### config.mk
export PLATFORM = sky130hd
export DESIGN_NAME = positional_list_engine_top
export DESIGN_NICKNAME = d
export VERILOG_FILES = /design/src/ple_pkg.sv /design/src/positional_list_engine_top.sv /design/src/ple_ctrl.sv /design/src/ple_cell.sv
export VERILOG_INCLUDE_DIRS = /design/src /design/src/src
export SDC_FILE = /design/constraint.sdc
export NUM_CORES = 1
export LEC_CHECK = 0
export BUFFER_PORTS_ARGS = -buffer_cell sky130_fd_sc_hd__buf_2
export CAP_MARGIN = 20
export CORE_MARGIN = 2
export CORE_UTILIZATION = 40
export DETAILED_ROUTE_END_ITERATION = 8
export PLACE_DENSITY = 0.55
export RECOVER_POWER = 50
export SYNTH_ARGS = -nofsm -noshare
export SYNTH_HDL_FRONTEND = slang
export SYNTH_HIERARCHICAL = 1
export SYNTH_SLANG_ARGS = --single-unit
### constraint.sdc
create_clock -name clk -period 10.3 [get_ports clk]
set_input_delay 1.03 -clock clk [delete_from_list [all_inputs] [get_ports clk]]
set_output_delay 1.03 -clock clk [all_outputs]
set_load 0.005 [all_outputs]
### src/positional_list_engine_top_macros.svh
// ----------------------------------------------------------------------------
// Positional list engine assertion macros
// Shared concurrent assertion forms, clocked on clk and reset by arst_n.
// ----------------------------------------------------------------------------
`ifndef POSITIONAL_LIST_ENGINE_TOP_MACROS_SVH
`define POSITIONAL_LIST_ENGINE_TOP_MACROS_SVH

// Checked only while out of reset.
`define PLE_ASSERT(lbl, prop, msg) \
	lbl: assert property (@(posedge clk) disable iff (!arst_n) prop) else $error(msg);

// Checked at every edge, during reset as well.
`define PLE_ASSERT_ALWAYS(lbl, prop, msg) \
	lbl: assert property (@(posedge clk) prop) else $error(msg);

`endif

### src/ple_pkg.sv
// ----------------------------------------------------------------------------
// Positional list engine package
// Command and status codes, decoded operation struct and default sizes.
// ----------------------------------------------------------------------------
package ple_pkg;

	localparam int DefaultDepth = 16;

	localparam int CmdW    = 3;
	localparam int PosW    = 5;
	localparam int DataW   = 32;
	localparam int StatusW = 2;
	localparam int CountW  = 5;

	typedef enum logic [CmdW-1:0] {
		CMD_ADD_FRONT   = 3'd0,
		CMD_ADD_REAR    = 3'd1,
		CMD_REM_FRONT   = 3'd2,
		CMD_REM_REAR    = 3'd3,
		CMD_INSERT_AT   = 3'd4,
		CMD_DELETE_AT   = 3'd5
	} cmd_t;

	typedef enum logic [StatusW-1:0] {
		ST_OK        = 2'd0,
		ST_UNDERFLOW = 2'd1,
		ST_RANGE     = 2'd2,
		ST_FULL      = 2'd3
	} status_t;

	// Decoded operation handed from the command decoder to the cell row.
	typedef struct packed {
		logic    ins;
		logic    del;
		status_t status;
	} op_t;

endpackage

### src/positional_list_engine_top.sv
// ----------------------------------------------------------------------------
// Positional list engine
// Ordered list of up to DEPTH words held in a row of shifting cells.
// ----------------------------------------------------------------------------
//  Channel | Handshake            | Payload
//  --------+----------------------+-----------------------------------------
//  in      | in_valid / in_ready  | command, position, value
//  out     | out_valid / out_ready| removed_value, status, entry_count
//
//  The decoder and the cell row act on each accepted word in the cycle
//  of acceptance, and the result is registered. A new word may be
//  accepted every cycle while the result register is empty or being
//  emptied; only a stalled output holds in_ready low.
//  Reset clears the count and the output valid flag; cell contents are left
//  undefined, as only cells below the count are ever read.
// ----------------------------------------------------------------------------
`include "positional_list_engine_top_macros.svh"

module positional_list_engine_top #(
	parameter int DEPTH = ple_pkg::DefaultDepth
) (
	input  logic                            clk,
	input  logic                            arst_n,
	input  logic                            in_valid,
	output logic                            in_ready,
	input  logic [ple_pkg::CmdW-1:0]        command,
	input  logic [ple_pkg::PosW-1:0]        position,
	input  logic signed [ple_pkg::DataW-1:0] value,
	output logic                            out_valid,
	input  logic                            out_ready,
	output logic signed [ple_pkg::DataW-1:0] removed_value,
	output logic [ple_pkg::StatusW-1:0]     status,
	output logic [ple_pkg::CountW-1:0]      entry_count
);
	import ple_pkg::*;

	localparam int CW = $clog2(DEPTH + 1);
	localparam int IW = $clog2(DEPTH);

	logic [CW-1:0]    count_q;
	logic             out_valid_q;
	logic [DataW-1:0] removed_value_q;
	status_t          status_q;
	logic [CountW-1:0] entry_count_q;

	logic             accept;
	op_t              op;
	logic [IW-1:0]    idx;
	logic [CW-1:0]    count_next;
	logic [DataW-1:0] removed_word;

	logic [DataW-1:0] cell_data [DEPTH];
	logic [DataW-1:0] cell_tap  [DEPTH];

	assign in_ready = !out_valid_q || out_ready;
	assign accept   = in_valid && in_ready;

	// Command decode against the count held before this word.
	ple_ctrl #(
		.DEPTH(DEPTH)
	) u_ctrl (
		.command (command),
		.position(position),
		.count   (count_q),
		.op      (op),
		.idx     (idx)
	);

	// The row of cells: cell 0 is the front. On insert the cells behind the
	// index take their front neighbour's word; on removal the cells from the
	// index rearward take their rear neighbour's word.
	for (genvar i = 0; i < DEPTH; i++) begin : g_cell
		logic [DataW-1:0] prev_w;
		logic [DataW-1:0] next_w;

		if (i == 0) begin : g_front
			assign prev_w = value;
		end else begin : g_mid_prev
			assign prev_w = cell_data[i-1];
		end

		if (i == DEPTH - 1) begin : g_rear
			assign next_w = '0;
		end else begin : g_mid_next
			assign next_w = cell_data[i+1];
		end

		ple_cell #(
			.DEPTH     (DEPTH),
			.CELL_INDEX(i)
		) u_cell (
			.clk      (clk),
			.shift    (accept),
			.ins      (op.ins),
			.del      (op.del),
			.idx      (idx),
			.value    (value),
			.prev_data(prev_w),
			.next_data(next_w),
			.data     (cell_data[i]),
			.tap      (cell_tap[i])
		);
	end

	// At most one cell drives a non-zero tap, so an OR gathers the word
	// being taken out.
	always_comb begin
		removed_word = '0;
		for (int k = 0; k < DEPTH; k++) begin
			removed_word = removed_word | cell_tap[k];
		end
	end

	always_comb begin
		count_next = count_q;
		if (op.ins) count_next = count_q + CW'(1);
		else if (op.del) count_next = count_q - CW'(1);
	end

	always_ff @(posedge clk or negedge arst_n) begin
		if (!arst_n) begin
			count_q     <= '0;
			out_valid_q <= 1'b0;
		end else begin
			if (accept) begin
				count_q     <= count_next;
				out_valid_q <= 1'b1;
			end else if (out_ready) begin
				out_valid_q <= 1'b0;
			end
		end
	end

	// Result payload: the entry count carries only its low bits.
	always_ff @(posedge clk) begin
		if (accept) begin
			removed_value_q <= op.del ? removed_word : '0;
			status_q        <= op.status;
			entry_count_q   <= CountW'(count_next);
		end
	end

	assign out_valid     = out_valid_q;
	assign removed_value = removed_value_q;
	assign status        = status_q;
	assign entry_count   = entry_count_q;

	`PLE_ASSERT(a_count_bound, (count_q <= CW'(DEPTH)), "count exceeds depth")
	`PLE_ASSERT(a_count_hold, (!accept |=> $stable(count_q)), "count moved without a word")
	`PLE_ASSERT(a_del_dec, (accept && op.del |=> count_q == $past(count_q) - CW'(1)), "removal did not lower count")
	`PLE_ASSERT(a_err_noop, (op.status != ST_OK |-> !op.ins && !op.del), "failed command changes list")
	`PLE_ASSERT_ALWAYS(a_rst_idle, (!arst_n |-> !out_valid), "result valid in reset")

endmodule

### src/ple_ctrl.sv
// ----------------------------------------------------------------------------
// Positional list engine command decoder
// Checks a command against the count and picks the cell index it acts on.
// ----------------------------------------------------------------------------
module ple_ctrl #(
	parameter int DEPTH = ple_pkg::DefaultDepth
) (
	input  logic [ple_pkg::CmdW-1:0]      command,
	input  logic [ple_pkg::PosW-1:0]      position,
	input  logic [$clog2(DEPTH+1)-1:0]    count,
	output ple_pkg::op_t                  op,
	output logic [$clog2(DEPTH)-1:0]      idx
);
	import ple_pkg::*;

	localparam int CW = $clog2(DEPTH + 1);
	localparam int IW = $clog2(DEPTH);
	localparam int PW = ((CW > PosW) ? CW : PosW) + 1;

	logic [PW-1:0] pos_w;
	logic [PW-1:0] cnt_w;
	logic [PW-1:0] idx_w;
	logic          full;
	logic          empty;

	assign pos_w = PW'(position);
	assign cnt_w = PW'(count);
	assign full  = (cnt_w >= PW'(DEPTH));
	assign empty = (count == '0);

	always_comb begin
		op     = '{ins: 1'b0, del: 1'b0, status: ST_OK};
		idx_w  = '0;
		unique case (cmd_t'(command))
			CMD_ADD_FRONT: begin
				if (full) op.status = ST_FULL;
				else op.ins = 1'b1;
			end
			CMD_ADD_REAR: begin
				idx_w = cnt_w;
				if (full) op.status = ST_FULL;
				else op.ins = 1'b1;
			end
			CMD_REM_FRONT: begin
				if (empty) op.status = ST_UNDERFLOW;
				else op.del = 1'b1;
			end
			CMD_REM_REAR: begin
				idx_w = cnt_w - PW'(1);
				if (empty) op.status = ST_UNDERFLOW;
				else op.del = 1'b1;
			end
			CMD_INSERT_AT: begin
				idx_w = pos_w - PW'(1);
				if (pos_w == '0 || pos_w > cnt_w + PW'(1)) op.status = ST_RANGE;
				else if (full) op.status = ST_FULL;
				else op.ins = 1'b1;
			end
			CMD_DELETE_AT: begin
				idx_w = pos_w - PW'(1);
				if (pos_w == '0 || pos_w > cnt_w) op.status = ST_RANGE;
				else op.del = 1'b1;
			end
			default: begin
				op.status = ST_OK;
			end
		endcase
	end

	// Only meaningful when ins or del is set, and then it lies below DEPTH.
	assign idx = idx_w[IW-1:0];

endmodule

### src/ple_cell.sv
// ----------------------------------------------------------------------------
// Positional list engine cell
// One list slot: holds, loads the new word, or takes a neighbour's word.
// ----------------------------------------------------------------------------
module ple_cell #(
	parameter int DEPTH      = ple_pkg::DefaultDepth,
	parameter int CELL_INDEX = 0
) (
	input  logic                          clk,
	input  logic                          shift,
	input  logic                          ins,
	input  logic                          del,
	input  logic [$clog2(DEPTH)-1:0]      idx,
	input  logic [ple_pkg::DataW-1:0]     value,
	input  logic [ple_pkg::DataW-1:0]     prev_data,
	input  logic [ple_pkg::DataW-1:0]     next_data,
	output logic [ple_pkg::DataW-1:0]     data,
	output logic [ple_pkg::DataW-1:0]     tap
);
	import ple_pkg::*;

	localparam int IW = $clog2(DEPTH);
	localparam logic [IW-1:0] MyIdx = IW'(CELL_INDEX);

	logic [DataW-1:0] data_q;
	logic             hit;
	logic             behind;

	assign hit    = (idx == MyIdx);
	assign behind = (MyIdx > idx);

	always_ff @(posedge clk) begin
		if (shift) begin
			if (ins && hit) data_q <= value;
			else if (ins && behind) data_q <= prev_data;
			else if (del && (hit || behind)) data_q <= next_data;
		end
	end

	assign data = data_q;
	// Masked copy so the row can be OR-combined for the removed word.
	assign tap  = hit ? data_q : '0;

endmodule

======== Word-level counts from Yosys, hierarchy flattened ========
Cells that the tools add are included.
word-level totals
  register bits after elaboration ......... 557
  bits of input ports ..................... 44
  output and inout bits ................... 41
  logic and storage cells ................. 269
operators by class
  add/subtract/negate cells ............... 5
  magnitude comparators ................... 19
  equal/unequal tests ..................... 20
  multiplexer cells ....................... 80
  bitwise operators ....................... 15
  reductions and logical operators ........ 109
operator list
  operator               number
  $mux W32               64
  $or A32 B32 Y32        15
  $logic_and A1 B1 Y1    49
  $reduce_bool A3 Y1     16
  $eq A4 B4 Y1 const B   8
  $gt A4 B4 Y1 const A   8
  $reduce_and A2 Y1      16
  $logic_or A1 B1 Y1     19
  $eq A4 B3 Y1 const B   4
  $gt A3 B4 Y1 const A   4
  $pmux W4 S3            1
  $mux W5                2
  $eq A4 B2 Y1 const B   2
  $gt A1 B4 Y1 const A   2
  $gt A2 B4 Y1 const A   2
  $pmux W2 S4            1
  $sub A4 B1 Y4 const B  2
  $mux W1                7
  $add A5 B1 Y6 const B  1
  $eq A3 B2 Y1 const B   2
  $eq A3 B3 Y1 const B   2
  $gt A5 B6 Y1           1
  $logic_not A6 Y1       1
  $mux W2                3
  13 further kinds       16

======== Logic depth before layout (Yosys ltp) ========
  depth after elaboration ................. 20
  mapped depth ............................ 15
  depth with buffers taken out ............ 13

======== Hierarchy ========
The synthesis kept the hierarchy.
modules (own cells, without submodules)
  module                        times used  cells an instance  area each (µm²)
  positional_list_engine_top    1           245                2661.3
  ple_cell (g_cell[10].u_cell)  1           226                2341.0
  ple_cell (g_cell[3].u_cell)   1           178                2064.5
  ple_cell (g_cell[8].u_cell)   1           184                2014.4
  ple_cell (g_cell[1].u_cell)   1           142                1996.9
  ple_cell (g_cell[13].u_cell)  1           152                1928.1
  ple_cell (g_cell[4].u_cell)   1           152                1919.3
  ple_cell (g_cell[14].u_cell)  1           151                1906.8
  ple_cell (g_cell[5].u_cell)   1           153                1880.6
  ple_cell (g_cell[2].u_cell)   1           148                1876.8
  ple_cell (g_cell[9].u_cell)   1           151                1868.0
  ple_cell (g_cell[11].u_cell)  1           148                1854.3
  ple_cell (g_cell[12].u_cell)  1           147                1851.8
  ple_cell (g_cell[6].u_cell)   1           151                1851.8
  4 more rows                   -           -                  -

======== Least setup slack after synthesis ========
Ideal clock, no wire load.
  path kind ............................... input -> register
  start point ............................. in position[1] in the netlist's numbering
  end point ............................... reg g_cell[3].u_cell.data_q[0], enable pin
  library setup time ...................... 0.512 ns
  arrival time ............................ 7.770 ns
  data required time ...................... 9.788 ns
  path slack .............................. 2.018 ns
  stages on the path ...................... 8
  path through ............................ ha_1 -> nor2b_1 -> o21bai_1 -> a31oi_1 -> o31a_1 -> nor3_1 -> nor2_1 -> nor4b_1
RTL lines
  element               RTL line                          source
  from (decl)           positional_list_engine_top.sv:27  input logic [ple_pkg::PosW-1:0] position,
  to (signal assigned)  ple_cell.sv:34                    if (ins && hit) data_q <= value;
  to (signal assigned)  ple_cell.sv:35                    else if (ins && behind) data_q <= prev_data;
  to (signal assigned)  ple_cell.sv:36                    else if (del && (hit || behind)) data_q <= next_data;
  to (decl)             ple_cell.sv:25                    logic [DataW-1:0] data_q;

==> results.py <==
metrics = {
    "detailed_routing": {
        "drc_violations": 0,
        "antenna_violating_nets_post_route": 0,
        "detailedRoute.firstPassIterationCount": 5,
        "via_count": 26910,
        "iteration_0_drc_markers": 3601,
        "detail_route.vias_per_cell": 6.555,
        "wl_um": 132000,
        "average_wire_per_cell_in_the_routed_design_um": 32.15,
    },
    "floorplan": {
        "io_pins": 85,
        "floorplan.initialDensity_pct": 40.51,
        "fp.dieH_um": 295.6,
        "design.die.area_mm2": 0.08737,
        "core_area_mm2": 0.08395,
        "chipWidth_um": 295.6,
        "placement_rows": 106,
    },
    "sta": {
        "worstMarginPinSlew_ns": 3.472,
        "skew_ns": 0.02038,
        "layout_min_cycle_time_ns": 7.783,
        "timing.max_slew.rel_slack_pct": -131.5,
        "grt_setup_unrepaired": "false",
        "finalSetupViolations": 0,
        "hold_viol": 0,
        "fin_tns_setup_ns": 0,
        "final_min_period_over_clock_period_pct": 75.57,
        "final_max_slew_viol_count": 558,
        "max_freq_mhz": 128.5,
    },
    "job": {
        "cap_viol_max_count": 18,
    },
    "worst_setup_path": {
        "cp_num_cells": 13,
        "timing.setup.critical_path_class": "input port to flop",
        "slowest_cell_on_the_critical_path": "clkbuf_1",
        "family_with_the_most_delay_on_the_worst_path": "buffers and inverters",
        "critPathLaunchType": "input port",
        "cp_max_fo": 47,
        "worstSetupEndpointType": "flop",
        "worst_r2r_path_depth": 5,
        "required_worst_endpoint_ns": 10.65,
        "crit_top_cell": "clkbuf_1",
        "worst-path-buf-inv": 3,
        "worst_path_largest_cell_delay_ns": 2.38,
        "critPathArrivalTime_ns": 8.14,
        "worstPathCellList": "clkbuf_1, nand2b_1, mux2i_1, ha_1, xor2_1, a22oi_1, o21ai_0, clkbuf_1, and4b_1, buf_4, and2_1, nor4_1, a41oi_1",
    },
    "place": {
        "place_inst": 3976,
        "numPortBuffers": 84,
        "routabilityCongestion": 0.8347,
        "dp.final_hpwl_um": 74680,
    },
    "grt": {
        "grt_antenna_before_repair": 8,
        "globalRouteOverflowTotal": 0,
        "grt_pass1_vias": 26200,
        "grt_first_pass_wirelength_um": 188100,
        "grt_use_total_pct": 29.70,
        "pin_count_of_the_biggest_net_entering_global_routing": 209,
    },
    "clock_tree": {
        "clock_tree_from_tritoncts": "done",
        "cts_max_path_buffers": 3,
        "cts_buffers": 69,
        "cts.reportedPaths.clkPinSlew_ns": 0.06,
        "cts.repair_timing.setup_buffer_count": 0,
        "cts.sinks": 557,
        "worst_skew_pair.late_latency_ns": 0.62,
        "htree_num_levels": 3,
        "cts_hold_buf": 0,
        "ctsResizeCount": 0,
        "cts_root_buf": "clkbuf_16",
    },
    "pwr": {
        "totalPowerFinal_w": 0.008632,
        "leakage_nw": 12.50,
        "peakVddDrop_mv": 0.1446,
        "cellPowerDensity_mw_per_mm2": 233.2,
    },
    "yosys": {
        "syn_avg_cell_area_um2": 11.70,
        "register_bit_total_from_synthesis": 557,
        "synthCells": 2907,
        "synthSimpleGateAreaFrac_pct": 20.99,
        "mappedNetlistArea_mm2": 0.03401,
        "async_flop_share_pct": 1.077,
        "synth_xor_xnor_area_share_pct": 0.3348,
        "synthAdderAreaFrac_pct": 0.5519,
        "ys_seq_area_share_pct": 49.09,
        "main_combinational_cell_family_by_area_after_synthesis": "simple AND/OR/NAND/NOR gates",
        "netlist-cell-type-count": 91,
        "synthesis.yosys.warnings": 6,
        "portion_of_netlist_area_occupied_by_mux_cells_pct": 5.556,
        "leading_register_cell_type_out_of_synthesis": "edfxtp_1",
        "synth_edf_count": 551,
        "synth.top_cell.area_share_pct": 48.65,
        "synth_top_cells_by_area": "edfxtp_1 (49%), and2_1 (9.5%), o221a_1 (5.1%)",
        "largest_area_contributor_in_the_netlist": "edfxtp_1",
        "synth_compound_area_share_pct": 18.30,
    },
    "outcome": {
        "failed_checks": "max-capacitance violations, max-slew violations",
        "result_of_the_run": "complete, but fails checks",
    },
    "layout": {
        "mostFrequentLayoutCells": "edfxtp_1 (551), and2_1 (490), o221a_1 (154)",
        "layout.cells.most_common": "edfxtp_1",
        "drive_above_1_share_pct": 15.53,
        "final_cell_count_no_fill": 4105,
        "net_count_reported_at_finish": 2972,
        "syn_to_final_growth_pct": 8.863,
    },
    "min_path": {
        "holdCritPathClass": "input port to async pin",
    },
}
worst paths after layout:
check / slack (ns) / to / startpoint
max reg2reg: 3.06 / g_cell[15].u_cell/data[29]$_DFFE_PP_ / out_valid$_DFFE_PN0P_
max in group asynchronous: 9.71 / count_q[3]$_DFFE_PN0P_ / arst_n
min: 0.31 / out_valid$_DFFE_PN0P_ / arst_n
min reg2reg: 0.54 / out_valid$_DFFE_PN0P_ / out_valid$_DFFE_PN0P_
max: 2.52 / removed_value[0]$_SDFFCE_PN0P_ / command[1]
min in group clk: 0.54 / out_valid$_DFFE_PN0P_ / out_valid$_DFFE_PN0P_
where the power goes:
part	internal, W	switching, W
clock network	0.00139	0.00103
registers	0.00305	0.000249
logic	0.00101	0.00189
stage by stage:
stage	hold WS, ns	utilization (%)	worst slack [ns]	area, um^2
4_1_cts	0.2228	44.52	4.471	37380
5_1_grt	0.3236	44.10	2.202	37020
3_3_place_gp	0.5055	41.84	4.433	35130
2_1_floorplan	0.5371	-	2.018	34120
3_5_place_dp	0.5419	41.92	4.478	35190
6_report	0.3149	44.10	2.517	37020
registers in the layout, indices dropped and copies added (netlist names):
name                cells
g_cell.u_cell/data    512
count_q                 5
entry_count             5
status                  2
removed_value          32
out_valid               1
cells in the mapped netlist, types with 65 or more instances:
| library cell | count |
|---|---|
| and2_1 | 516 |
| nand2_1 | 114 |
| nor4_1 | 129 |
| mux2i_1 | 67 |
| buf_2 | 65 |
| nand3b_1 | 66 |
| edfxtp_1 | 551 |
| nand2b_1 | 67 |
| o221a_2 | 70 |
| nor2_1 | 105 |
| o221a_1 | 154 |
| clkbuf_1 | 72 |
cell type report:
class | instances | area, um^2
fillers | 7777 | 46930
flip-flops and latches | 557 | 16700
multi-input cells | 2113 | 15750
clock buffers | 85 | 1872
well taps | 1134 | 1419
repair buffers | 157 | 907.1
clock inverters | 41 | 314.1
inverters | 15 | 56.30
diodes | 3 | 7.507
metal layers:
| layer | track usage (%) | wire length, um | part of all wire (%) |
|---|---|---|---|
| met1 | 40.31 | 53820 | 41 |
| met2 | 45.69 | 58720 | 44 |
| met3 | 7.766 | 15060 | 11 |
| met4 | 10.71 | 4339 | 3.3 |
| met5 | 0 | 46 | 0.035 |
cells by family (layout without fill, tap and decap cells):
logic type               after synthesis  in the layout
flip-flops                           557            557
AO/OA/AOI/OAI                        702            702
multiplexers                         165            165
other                                  1             35
adder cells (fa/ha/maj)               15             15
XOR/XNOR                              13             13
buffers and inverters                268            298
AND/OR/NAND/NOR                     1186           1186
Note: power is estimated with default switching activity, not from simulation.
